==> config.mk <==
export PLATFORM = sky130hd
export DESIGN_NAME = fm_quadrature_demodulator_top
export DESIGN_NICKNAME = d
export VERILOG_FILES = /design/src/rtl/core/fqd_pkg.sv /design/src/rtl/core/fm_quadrature_demodulator_top.sv /design/src/rtl/core/fqd_cordic.sv /design/src/rtl/core/fqd_divider.sv
export SDC_FILE = /design/constraint.sdc
export NUM_CORES = 2
export LEC_CHECK = 0
export BUFFER_PORTS_ARGS = -buffer_cell sky130_fd_sc_hd__buf_4
export CORE_MARGIN = 5
export CORE_UTILIZATION = 40
export CTS_CLUSTER_SIZE = 25
export DETAILED_ROUTE_END_ITERATION = 10
export PLACE_DENSITY = 0.56
export SYNTH_ARGS = -nofsm -noshare
export SYNTH_HDL_FRONTEND = slang
export SYNTH_SLANG_ARGS = --single-unit
==> constraint.sdc <==
create_clock -name clk -period 17.26 [get_ports clk]
set_clock_uncertainty 0.15 [all_clocks]
set_input_delay 0 -clock clk [delete_from_list [all_inputs] [get_ports clk]]
set_output_delay 0 -clock clk [all_outputs]
set_load 0.01 [all_outputs]
==> src/rtl/core/fqd_pkg.sv <==
// Shared constants, widths and helper functions for the FM quadrature demodulator.
package fqd_pkg;

	localparam int SmpW    = 21;   // intermediate sample / accumulator width
	localparam int ProdW   = 42;   // one I/Q cross product
	localparam int DotW    = 43;   // sum of two cross products
	localparam int CordW   = 45;   // CORDIC x/y datapath, covers gain and swap
	localparam int AngW    = 26;   // angle accumulator, Q24 units of pi
	localparam int StepW   = 4;    // CORDIC step index
	localparam int DecW    = 5;    // decimation register width
	localparam int PcmW    = 16;

	localparam logic signed [AngW-1:0] HalfPiQ24 = 26'sd8388608;
	localparam logic signed [PcmW-1:0] PcmMax    = 16'sd32767;

	// Register map, word index
	localparam logic RegIfDec    = 1'b0;
	localparam logic RegAudioDec = 1'b1;

	// Zero acts as one, anything above sixteen acts as sixteen.
	function automatic logic [DecW-1:0] eff_dec(input logic [DecW-1:0] d);
		logic [DecW-1:0] r;
		begin
			if (d == '0)
				r = 5'd1;
			else if (d > 5'd16)
				r = 5'd16;
			else
				r = d;
			return r;
		end
	endfunction

	// atan(2^-k) in Q24 units of pi, rounded to nearest
	function automatic logic signed [AngW-1:0] atan_q24(input logic [StepW-1:0] k);
		logic signed [AngW-1:0] r;
		begin
			case (k)
				4'd0:    r = 26'sd4194304;
				4'd1:    r = 26'sd2476042;
				4'd2:    r = 26'sd1308273;
				4'd3:    r = 26'sd664100;
				4'd4:    r = 26'sd333339;
				4'd5:    r = 26'sd166832;
				4'd6:    r = 26'sd83436;
				4'd7:    r = 26'sd41721;
				4'd8:    r = 26'sd20861;
				4'd9:    r = 26'sd10430;
				4'd10:   r = 26'sd5215;
				4'd11:   r = 26'sd2608;
				4'd12:   r = 26'sd1304;
				4'd13:   r = 26'sd652;
				4'd14:   r = 26'sd326;
				4'd15:   r = 26'sd163;
				default: r = '0;
			endcase
			return r;
		end
	endfunction

endpackage

==> src/rtl/core/fm_quadrature_demodulator_top.sv <==
// Top level of the FM quadrature demodulator: sequencer, shared multiplier, register port.
//
// Input stream (s_*): one raw I/Q byte pair per transaction. The pair is turned by
// a repeating fs/4 rotation, offset to signed and summed over if_decimation items.
// An item that does not close an intermediate sample is only summed in.
// An item that closes an intermediate sample runs the sequencer: cross products on
// one 21x21 multiplier, a check, CORDIC on one shift/add unit (skipped when the
// imaginary part is zero), averaging and, every audio_decimation-th time, the
// bit-serial divider and the output state, which waits while the old sample is
// not taken. s_tready is low for all of that.
// Output stream (m_*): one signed PCM sample per transaction, held in an output
// register. A new input item is accepted while that sample still waits; when the
// next sample is ready and the old one is not taken, the sequencer waits.
// APB port: register 0 if_decimation at 0x0, register 1 audio_decimation at 0x4.
// Write only while idle. Reset returns both to 6 and 4 and clears the sequencer, counters and accumulators.
module fm_quadrature_demodulator_top (
	input  logic        clk,
	input  logic        arst_n,
	input  logic        s_tvalid,
	output logic        s_tready,
	input  logic [15:0] s_tdata,     // [7:0] i_byte, [15:8] q_byte
	output logic        m_tvalid,
	input  logic        m_tready,
	output logic [15:0] m_tdata,     // [15:0] pcm_sample
	input  logic        psel,
	input  logic        penable,
	input  logic        pwrite,
	input  logic [2:0]  paddr,
	input  logic [31:0] pwdata,
	output logic [31:0] prdata,
	output logic        pready
);

	typedef enum logic [2:0] {
		ST_IDLE, ST_MUL, ST_CHK, ST_CORD, ST_ANG, ST_DIV, ST_OUT
	} state_t;

	state_t state_q;

	logic [fqd_pkg::DecW-1:0] if_dec_q, aud_dec_q;
	logic [1:0]               rot_q;
	logic [3:0]               if_cnt_q, aud_cnt_q;
	logic signed [fqd_pkg::SmpW-1:0] i_acc_q, q_acc_q, prev_i_q, prev_q_q;
	logic signed [fqd_pkg::SmpW-1:0] cur_i_q, cur_q_q, aud_acc_q, div_num_q;
	logic signed [fqd_pkg::ProdW-1:0] prod_q;
	logic signed [fqd_pkg::DotW-1:0]  re_q, im_q;
	logic [2:0]               mcnt_q;
	logic signed [fqd_pkg::PcmW-1:0]  ang_q;
	logic [fqd_pkg::DecW-1:0] div_den_q;
	logic                     cord_start_q, div_start_q;
	logic                     m_tvalid_q;
	logic [15:0]              m_tdata_q;

	logic [7:0]  i_byte, q_byte, ri, rq;
	logic signed [8:0] i_off, q_off;
	logic signed [fqd_pkg::SmpW-1:0] i_next, q_next, op_a, op_b, aud_next;
	logic signed [fqd_pkg::DotW-1:0] prod_x, im_abs;
	logic        cord_done, div_done;
	logic signed [fqd_pkg::AngW-1:0] cord_z;
	logic signed [fqd_pkg::SmpW-1:0] div_quot;
	logic [16:0] z_q9;
	logic signed [fqd_pkg::PcmW-1:0] ang_mag;
	logic        wr_en, accept;

	assign pready   = 1'b1;
	assign wr_en    = psel & penable & pwrite & pready;
	assign prdata   = (paddr[2] == fqd_pkg::RegAudioDec) ? {27'd0, aud_dec_q}
	                                                     : {27'd0, if_dec_q};
	assign s_tready = (state_q == ST_IDLE);
	assign accept   = s_tvalid & s_tready;
	assign m_tvalid = m_tvalid_q;
	assign m_tdata  = m_tdata_q;

	assign i_byte = s_tdata[7:0];
	assign q_byte = s_tdata[15:8];

	// fs/4 rotation, complement is 255-x
	always_comb begin
		case (rot_q)
			2'd0:    begin ri = i_byte;  rq = q_byte;  end
			2'd1:    begin ri = ~q_byte; rq = i_byte;  end
			2'd2:    begin ri = ~i_byte; rq = ~q_byte; end
			default: begin ri = q_byte;  rq = ~i_byte; end
		endcase
	end

	assign i_off  = $signed({1'b0, ri}) - 9'sd127;
	assign q_off  = $signed({1'b0, rq}) - 9'sd127;
	assign i_next = i_acc_q + $signed({{4{i_off[8]}}, i_off, 8'h00});
	assign q_next = q_acc_q + $signed({{4{q_off[8]}}, q_off, 8'h00});

	// product order: ci*pi, cq*pq, cq*pi, ci*pq
	assign op_a   = (mcnt_q == 3'd0 || mcnt_q == 3'd3) ? cur_i_q : cur_q_q;
	assign op_b   = mcnt_q[0] ? prev_q_q : prev_i_q;
	assign prod_x = fqd_pkg::DotW'(prod_q);
	assign im_abs = im_q[fqd_pkg::DotW-1] ? -im_q : im_q;

	// z>>9 clamped to 0..32767
	assign z_q9    = cord_z[fqd_pkg::AngW-1:9];
	assign ang_mag = cord_z[fqd_pkg::AngW-1] ? '0 :
	                 (z_q9 > 17'd32767) ? fqd_pkg::PcmMax : $signed(z_q9[15:0]);
	assign aud_next = aud_acc_q + fqd_pkg::SmpW'(ang_q);

	fqd_cordic u_cordic (
		.clk    (clk),
		.arst_n (arst_n),
		.start  (cord_start_q),
		.re     (re_q),
		.im_mag (im_abs),
		.done   (cord_done),
		.angle  (cord_z)
	);

	fqd_divider u_divider (
		.clk    (clk),
		.arst_n (arst_n),
		.start  (div_start_q),
		.num    (div_num_q),
		.den    (div_den_q),
		.done   (div_done),
		.quot   (div_quot)
	);

	always_ff @(posedge clk or negedge arst_n) begin
		if (!arst_n) begin
			if_dec_q  <= 5'd6;
			aud_dec_q <= 5'd4;
		end else if (wr_en) begin
			case (paddr[2])
				fqd_pkg::RegIfDec:    if_dec_q  <= pwdata[4:0];
				fqd_pkg::RegAudioDec: aud_dec_q <= pwdata[4:0];
				default: ;
			endcase
		end
	end

	always_ff @(posedge clk or negedge arst_n) begin
		if (!arst_n) begin
			state_q      <= ST_IDLE;
			rot_q        <= '0;
			if_cnt_q     <= '0;
			aud_cnt_q    <= '0;
			i_acc_q      <= '0;
			q_acc_q      <= '0;
			prev_i_q     <= '0;
			prev_q_q     <= '0;
			aud_acc_q    <= '0;
			mcnt_q       <= '0;
			cord_start_q <= 1'b0;
			div_start_q  <= 1'b0;
			m_tvalid_q   <= 1'b0;
		end else begin
			cord_start_q <= 1'b0;
			div_start_q  <= 1'b0;
			// in ST_OUT the output register is handled by the state itself
			if (m_tvalid_q && m_tready && state_q != ST_OUT)
				m_tvalid_q <= 1'b0;
			case (state_q)
				ST_IDLE: begin
					if (accept) begin
						rot_q <= rot_q + 1'b1;
						if ({1'b0, if_cnt_q} + 5'd1 < fqd_pkg::eff_dec(if_dec_q)) begin
							i_acc_q  <= i_next;
							q_acc_q  <= q_next;
							if_cnt_q <= if_cnt_q + 1'b1;
						end else begin
							cur_i_q  <= i_next;
							cur_q_q  <= q_next;
							i_acc_q  <= '0;
							q_acc_q  <= '0;
							if_cnt_q <= '0;
							re_q     <= '0;
							im_q     <= '0;
							mcnt_q   <= '0;
							state_q  <= ST_MUL;
						end
					end
				end
				ST_MUL: begin
					if (mcnt_q != 3'd4)
						prod_q <= op_a * op_b;
					case (mcnt_q)
						3'd1, 3'd2: re_q <= re_q + prod_x;
						3'd3:       im_q <= im_q + prod_x;
						3'd4:       im_q <= im_q - prod_x;
						default: ;
					endcase
					mcnt_q <= mcnt_q + 1'b1;
					if (mcnt_q == 3'd4) begin
						prev_i_q <= cur_i_q;
						prev_q_q <= cur_q_q;
						state_q  <= ST_CHK;
					end
				end
				ST_CHK: begin
					if (im_q == '0) begin
						ang_q   <= re_q[fqd_pkg::DotW-1] ? fqd_pkg::PcmMax : '0;
						state_q <= ST_ANG;
					end else begin
						cord_start_q <= 1'b1;
						state_q      <= ST_CORD;
					end
				end
				ST_CORD: begin
					if (cord_done) begin
						ang_q   <= im_q[fqd_pkg::DotW-1] ? -ang_mag : ang_mag;
						state_q <= ST_ANG;
					end
				end
				ST_ANG: begin
					if ({1'b0, aud_cnt_q} + 5'd1 < fqd_pkg::eff_dec(aud_dec_q)) begin
						aud_acc_q <= aud_next;
						aud_cnt_q <= aud_cnt_q + 1'b1;
						state_q   <= ST_IDLE;
					end else begin
						div_num_q   <= aud_next;
						div_den_q   <= fqd_pkg::eff_dec(aud_dec_q);
						div_start_q <= 1'b1;
						aud_acc_q   <= '0;
						aud_cnt_q   <= '0;
						state_q     <= ST_DIV;
					end
				end
				ST_DIV: begin
					if (div_done)
						state_q <= ST_OUT;
				end
				ST_OUT: begin
					if (!m_tvalid_q || m_tready) begin
						m_tdata_q  <= div_quot[15:0];
						m_tvalid_q <= 1'b1;
						state_q    <= ST_IDLE;
					end
				end
				default: state_q <= ST_IDLE;
			endcase
		end
	end

	a_idle_units: assert property (@(posedge clk) disable iff (!arst_n)
		s_tready |-> !cord_start_q && !div_start_q)
		else $error("input accepted while an arithmetic unit is being started");

	a_out_from_seq: assert property (@(posedge clk) disable iff (!arst_n)
		$rose(m_tvalid) |-> $past(state_q == ST_OUT))
		else $error("output sample raised outside the output state");

	a_div_done_state: assert property (@(posedge clk) disable iff (!arst_n)
		div_done |-> state_q == ST_DIV)
		else $error("divider finished while sequencer not waiting for it");

	a_cord_done_state: assert property (@(posedge clk) disable iff (!arst_n)
		cord_done |-> state_q == ST_CORD)
		else $error("CORDIC finished while sequencer not waiting for it");

endmodule

==> src/rtl/core/fqd_cordic.sv <==
// Iterative vectoring CORDIC: one shift/add step per cycle, angle in Q24 units of pi.
module fqd_cordic (
	input  logic                                 clk,
	input  logic                                 arst_n,
	input  logic                                 start,
	input  logic signed [fqd_pkg::DotW-1:0]      re,
	input  logic signed [fqd_pkg::DotW-1:0]      im_mag,
	output logic                                 done,
	output logic signed [fqd_pkg::AngW-1:0]      angle
);

	logic                               busy_q;
	logic [fqd_pkg::StepW-1:0]          k_q;
	logic signed [fqd_pkg::CordW-1:0]   x_q, y_q;
	logic signed [fqd_pkg::AngW-1:0]    z_q;
	logic signed [fqd_pkg::CordW-1:0]   re_x, im_x, dx, dy;
	logic signed [fqd_pkg::AngW-1:0]    t;

	assign re_x  = fqd_pkg::CordW'(re);
	assign im_x  = fqd_pkg::CordW'(im_mag);
	assign dx    = y_q >>> k_q;
	assign dy    = x_q >>> k_q;
	assign t     = fqd_pkg::atan_q24(k_q);
	assign angle = z_q;

	always_ff @(posedge clk or negedge arst_n) begin
		if (!arst_n) begin
			busy_q <= 1'b0;
			done   <= 1'b0;
			k_q    <= '0;
		end else begin
			done <= 1'b0;
			if (start) begin
				busy_q <= 1'b1;
				k_q    <= '0;
				// left half plane: pre-rotate by -pi/2
				if (re[fqd_pkg::DotW-1]) begin
					x_q <= im_x;
					y_q <= -re_x;
					z_q <= fqd_pkg::HalfPiQ24;
				end else begin
					x_q <= re_x;
					y_q <= im_x;
					z_q <= '0;
				end
			end else if (busy_q) begin
				if (!y_q[fqd_pkg::CordW-1]) begin
					x_q <= x_q + dx;
					y_q <= y_q - dy;
					z_q <= z_q + t;
				end else begin
					x_q <= x_q - dx;
					y_q <= y_q + dy;
					z_q <= z_q - t;
				end
				k_q <= k_q + 1'b1;
				if (k_q == '1) begin
					busy_q <= 1'b0;
					done   <= 1'b1;
				end
			end
		end
	end

endmodule

==> src/rtl/core/fqd_divider.sv <==
// Restoring signed divider, one quotient bit per cycle, truncates toward zero.
module fqd_divider (
	input  logic                                 clk,
	input  logic                                 arst_n,
	input  logic                                 start,
	input  logic signed [fqd_pkg::SmpW-1:0]      num,
	input  logic [fqd_pkg::DecW-1:0]             den,
	output logic                                 done,
	output logic signed [fqd_pkg::SmpW-1:0]      quot
);

	logic                          busy_q;
	logic                          neg_q;
	logic [4:0]                    cnt_q;
	logic [fqd_pkg::SmpW-1:0]      mag_q;
	logic [fqd_pkg::DecW-1:0]      den_q;
	logic [fqd_pkg::DecW-1:0]      rem_q;
	logic [fqd_pkg::DecW:0]        trial;
	logic                          take;

	assign trial = {rem_q, mag_q[fqd_pkg::SmpW-1]};
	assign take  = trial >= {1'b0, den_q};

	always_ff @(posedge clk or negedge arst_n) begin
		if (!arst_n) begin
			busy_q <= 1'b0;
			done   <= 1'b0;
			cnt_q  <= '0;
		end else begin
			done <= 1'b0;
			if (start) begin
				busy_q <= 1'b1;
				cnt_q  <= '0;
				neg_q  <= num[fqd_pkg::SmpW-1];
				mag_q  <= num[fqd_pkg::SmpW-1] ? -num : num;
				den_q  <= den;
				rem_q  <= '0;
			end else if (busy_q) begin
				// remainder stays below den, so it fits DecW bits
				rem_q <= take ? fqd_pkg::DecW'(trial - {1'b0, den_q})
				              : trial[fqd_pkg::DecW-1:0];
				mag_q <= {mag_q[fqd_pkg::SmpW-2:0], take};
				cnt_q <= cnt_q + 1'b1;
				if (cnt_q == 5'(fqd_pkg::SmpW - 1)) begin
					busy_q <= 1'b0;
					done   <= 1'b1;
				end
			end
			if (busy_q && !start && cnt_q == 5'(fqd_pkg::SmpW - 1))
				quot <= neg_q ? -$signed({mag_q[fqd_pkg::SmpW-2:0], take})
				              : $signed({mag_q[fqd_pkg::SmpW-2:0], take});
		end
	end

endmodule

Yosys cells after proc, flatten, opt, wreduce, memory -nomap -nowiden
Memories as Yosys holds them, arrays and structs flattened.
Index checks and enable logic that the tools add are counted.
{"block": "totals", "reg_bits": 539, "n_memories": 1, "output_inout_bits": 51, "wordCells": 229, "inputBits": 58, "rom_bits": 368}
{"block": "classes", "bitwise_logic": 8, "n_mux": 84, "order_cmp": 6, "n_reduce_logical": 36, "mul": 1, "add_sub_neg": 28, "shift": 2, "n_eq_ne": 25}
{"memory": "(name not given)", "depth": 16, "width": 23, "read_ports": 1, "rd_ports_with_merged_regs": 0, "write_ports": 0, "line": "fqd_pkg.sv:38", "source": "case (k)"}
{"cell": "2-to-1 mux 45 bit", "count": 8}
{"cell": "one-hot mux 43 bit (2 select lines)", "count": 3}
{"cell": "2-to-1 mux 43 bit", "count": 4}
{"cell": "2-to-1 mux 21 bit", "count": 8}
{"cell": "2-to-1 mux 16 bit", "count": 6}
{"cell": "adder 45 bit", "count": 2}
{"cell": ">>> shifter 45 x 4 -> 45 bit", "count": 2}
{"cell": "subtractor 45 bit", "count": 2}
{"cell": "adder 43 x 42 -> 43 bit", "count": 2}
{"cell": "2-to-1 mux 26 bit", "count": 3}
{"cell": "2-to-1 mux 5 bit", "count": 12}
{"cell": "one-hot mux 8 bit (3 select lines)", "count": 2}
{"cell": "negation 43 -> 45 bit", "count": 1}
{"cell": "zero test 43 bit", "count": 1}
{"cell": "negation 43 bit", "count": 1}
{"cell": "subtractor 43 x 42 -> 43 bit", "count": 1}
{"cell": "adder 21 x 17 -> 21 bit", "count": 2}
{"cell": "multiplier 21 x 21 -> 42 bit", "count": 1}
{"cell": "negation 16 bit", "count": 2}
{"cell": "one-hot mux 16 bit (2 select lines)", "count": 1}
{"cell": "2-to-1 mux 3 bit", "count": 10}
{"cell": "adder 26 bit", "count": 1}
{"cell": "subtractor 26 bit", "count": 1}
{"cell": "2-to-1 mux 24 bit", "count": 1}
{"cell": "44 further kinds", "count": 113}

Depth between registers and ports, before layout
{"block": "depth", "ltp_word": 9, "depth_mapped": 32}

Cells and area by module
A second synthesis with hierarchy kept.
{"block": "unflattened", "hier_cells": 5987, "area_unflattened_um2": 56389.1}
{"mod": "fm_quadrature_demodulator_top", "cells_per_inst": 3203, "instances": 1, "area_each_um2": 31986.9}
{"mod": "fqd_cordic", "cells_per_inst": 2478, "instances": 1, "area_each_um2": 21070.2}
{"mod": "fqd_divider", "cells_per_inst": 306, "instances": 1, "area_each_um2": 3331.9}

Worst setup path before layout
Ideal clock, no wire load.
{"block": "synth_timing", "path_kind": "reg2reg", "startpoint": "reg mcnt_q[0]", "endpoint": "reg prod_q[40] (netlist name) (data pin)", "setup_slack_ns": 8.451, "synth_period_minus_slack_ns": 8.809, "path_stages_with_launch": 30, "setup_ns": 0.265, "n_path_buf": 3, "arrival_ns": 8.394, "cell_sequence": "dfrtp_1 clkbuf_1 buf_1 inv_1 ha_1 a21oi_1 clkbuf_1 mux2i_1 nor2_1 fa_1 inv_1 fa_1 inv_1 fa_1 fa_1 fa_1 fa_1 inv_1 fa_1 inv_1 ha_1 a21o_1 a221oi_1 o21ai_0 a21oi_1 o21ai_0 a21o_1 a21oi_1 o21ai_0 xor2_1"}
{"block": "synth_via", "elab_chain_len": 4, "word_cells_on_any_way": 6}
{"item": "start: declaration", "line": "fm_quadrature_demodulator_top.sv:47", "source": "logic [2:0] mcnt_q;"}
{"item": "start signal: assignment", "line": "fm_quadrature_demodulator_top.sv:188", "source": "mcnt_q <= mcnt_q + 1'b1;"}
{"item": "equality test 3 x 2 -> 1 bit or zero test 3 bit (tied branches)", "line": "fm_quadrature_demodulator_top.sv:93", "source": "assign op_a = (mcnt_q == 3'd0 || mcnt_q == 3'd3) ? cur_i_q : cur_q_q;"}
{"item": "logical OR 1 bit", "line": "fm_quadrature_demodulator_top.sv:93"}
{"item": "2-to-1 mux 21 bit", "line": "fm_quadrature_demodulator_top.sv:93"}
{"item": "multiplier 21 x 21 -> 42 bit *", "line": "fm_quadrature_demodulator_top.sv:181", "source": "prod_q <= op_a * op_b;"}
{"item": "end signal: assignment", "line": "fm_quadrature_demodulator_top.sv:181"}
{"item": "end: declaration", "line": "fm_quadrature_demodulator_top.sv:45", "source": "logic signed [fqd_pkg::ProdW-1:0] prod_q;"}
Every way passes the cells marked *; elsewhere a longest branch is shown, timed or not.
A chain may end at the register's enable or synchronous reset.

Worst setup path in the final report
{"block": "layout_timing", "startpoint": "reg mcnt_q[0]", "endpoint": "reg prod_q[41] (netlist name) (data pin)"}
The elaborated chain is that of the path after synthesis.

==> impl_results.md <==
* HPWL after DPL at 109 mm
* WL per Instance at 17.8 um
* Setup TNS at 0 ns
* Clock Tree Root: clkbuf_16
* Setup violators final at 0
* Synth area leaders: edfxtp_1 (20%), fa_1 (14%), ha_1 (8.3%)
* Post-Syn Area at 54900 um2
* Crit Path Max Fanout at 29
* Cts hold-fix bufs at 27
* XOR/XNOR Fraction of Synth Area at 8.33%
* Die Wd at 381 um
* TritonCTS clock tree: built
* Post-synthesis compound-gate area fraction at 16.2%
* DR vias at 42150
* Largest net degree at the start of global routing at 99
* Register area share after synthesis at 25.4%
* Outcome: completed
* Achievable Freq at 0.113 GHz
* Clk sinks at 484
* Synth Area in Adders at 21.8%
* Post-synth top area cell: edfxtp_1
* Rows at 136
* CTS clk-pin slew, worst paths at 0.07 ns
* Syn Inst Count at 5864
* Via density at 5.39
* Unrepaired setup endpoints after global routing: false
* Kind of critical path: reg2reg
* Multiplexer share of the synthesized area at 8.64%
* Mean Syn Cell Area at 9.36 um2
* Initial antenna violation count at 2
* Total GRT Usage at 18.9%
* GPL Wtd Cong at 0.863
* Skew-Pair Late Insertion Delay at 0.69 ns
* Final period utilization at 51.3%
* Unique cell type count in the Yosys netlist at 108
* CP arrival at 9.10 ns
* Least-Margin Pin Slew at 1.17 ns
* Post-synth ARST share at 23.8%
* Commonest cells post-synth: nand2_1 (577), inv_1 (509), nor2_1 (450), o21ai_0 (381), fa_1 (371)
* PostCTS Resize Cnt at 0
* Die Ht at 381 um
* Vias in the first global route at 41616
* Final wirelength at 139 mm
* Clock Path Buffers at 3
* Max-slew violation count at 0
* Synth Warn # at 0
* First-pass GRT wire length at 225 mm
* Layout cell share with drive strength beyond 1 at 7.79%
* Worst Path Required at 17.51 ns
* Setup Buffers After CTS at 0
* Initial drt markers at 2728
* TritonCTS Buffers at 61
* CTS H-tree depth at 2
* Synthesized flop and latch total at 484
* Final ANT Viol Nets at 0
* Internal reg-to-reg setup slack at 8.40 ns
* DRC at 0
* # Max-Cap Violations at 0
* Simple-gate share of the synthesized area at 13.6%
* CP endpoint kind: flip-flop
* Top FF cell, synth: edfxtp_1
* Hold Fails Final Rpt at 0
* Slew margin rel. at 22.3%
* Die area at 145000 um2
* Boundary pin count at 109
* Overflow after GRT at 0
* DR pass1 iterations at 8
* Fin crit period at 8.86 ns
* Starting Density at 40.1%
* Startpoint Class: flip-flop
* Port bufs at 51
* Post-synth top area share at 20.2%
* Layout area overhead at 8.48%
* HP Class: in2reg
* Largest family of logic cells by synthesized area: adder cells
* Most common cell in the netlist: nand2_1
* EDFF count, synth at 369
* Core area at 137000 um2
* Final net count at 6769
[path summary, 6_finish.rpt]
path | startpoint | endpoint | depth (start not counted)
max in group asynchronous | arst_n | cord_start_q$_DFF_PN0_ | 4
worst min register to register | div_den_q[2]$_DFFE_PP_ | u_divider.den_q[2]$_DFFE_PP_ | 0
worst max register to register | mcnt_q[0]$_DFFE_PN0P_ | prod_q[41]$_DFFE_PP_ | 24
min in group asynchronous | arst_n | i_acc_q[14]$_DFFE_PN0P_ | 4
worst max-delay path | mcnt_q[0]$_DFFE_PN0P_ | prod_q[41]$_DFFE_PP_ | 24
worst min-delay path | s_tdata[13] | i_acc_q[13]$_DFFE_PN0P_ | 7
[sequential cells by signal (all words and copies together), names as in the netlist, 21 cells and up]
name             count
u_cordic.angle      26
prod_q              35
re_q                43
div_num_q           21
u_cordic.x_q        45
aud_acc_q           21
u_cordic.y_q        45
im_q                43
u_divider.mag_q     21
[routing by layer]
metal  global-route usage (%)  vias up  part of all wire [%]
li1                         -    20800                     -
met1                     27.0    20456                    48
met2                     31.1      734                    46
met3                     2.22      160                   4.1
met4                     3.70        0                   2.0
met5                        0        -                     0
[worst max-delay path, cell delays in order, from the launching register on]
cell and delay (ns):
dfrtp_1 0.32, buf_4 0.36, inv_1 0.12, ha_1 0.27
a21oi_2 0.15, buf_4 0.35, mux2i_1 0.65, nor2_1 0.22
fa_1 0.57, fa_1 0.98, inv_1 0.14, fa_1 0.58
inv_1 0.09, fa_1 0.51, fa_1 0.52, fa_1 0.56
inv_1 0.10, fa_1 0.51, inv_1 0.05, ha_1 0.35
nand3_1 0.17, o21ai_0 0.16, or4_1 0.48, o311ai_0 0.10
nor3_1 0.10
[placed cells by master, fill, tap and decap left out, types with 46 or more instances in the layout]
cell and instances:
buf_4 93, nand2b_1 63, a21o_1 136, conb_1 199, nand2_1 577, nor2_1 449
xor2_1 245, nor2b_1 50, ha_1 363, edfxtp_1 369, fa_1 371, mux4_2 71
xnor2_1 277, mux2i_1 121, nor3_1 89, mux2_2 131, o21bai_1 46, o31ai_1 46
a31oi_1 61, o211ai_1 62, inv_1 508, a21oi_1 346, nand3_1 81, dfrtp_1 107
clkbuf_16 61, o21ai_0 381
[metrics by stage]
step	utilization [%]	area (um2)	hold slack, ns	setup WS [ns]	cells
after floorplan	-	55600	-0.446	8.45	6061
after global placement	41.8	57300	-0.212	8.49	7681
after detailed placement	41.8	57300	-0.206	8.41	7681
after CTS	43.5	59600	0.00595	8.33	7824
after global routing	43.5	59600	0.0507	7.85	7825
final	43.5	59600	0.0415	8.40	7826
[logic make-up (layout without fill, tap and decap cells)]
group           count (synthesis)  after routing
xor+xnor                      522            522
fa+ha+maj                     734            734
compound gates               1397           1397
mux                           342            342
buf+inv                       783            752
flops                         484            484
simple gates                 1600           1600
other cells                     2            201
[cell type report]
type | count | area, um2
Clock inverter | 35 | 349
Multi-Input combinational cell | 4794 | 38400
Tap cell | 1794 | 2240
Inverter | 514 | 1930
Clock buffer | 81 | 1650
Timing Repair Buffer | 122 | 1010
Fill cell | 13341 | 77400
Sequential cell | 484 | 14000
Antenna cell | 2 | 5.00
Power is left out: the tool's default activity adds up to more than one toggle a clock period on the data nets, which glitch-free logic cannot reach.
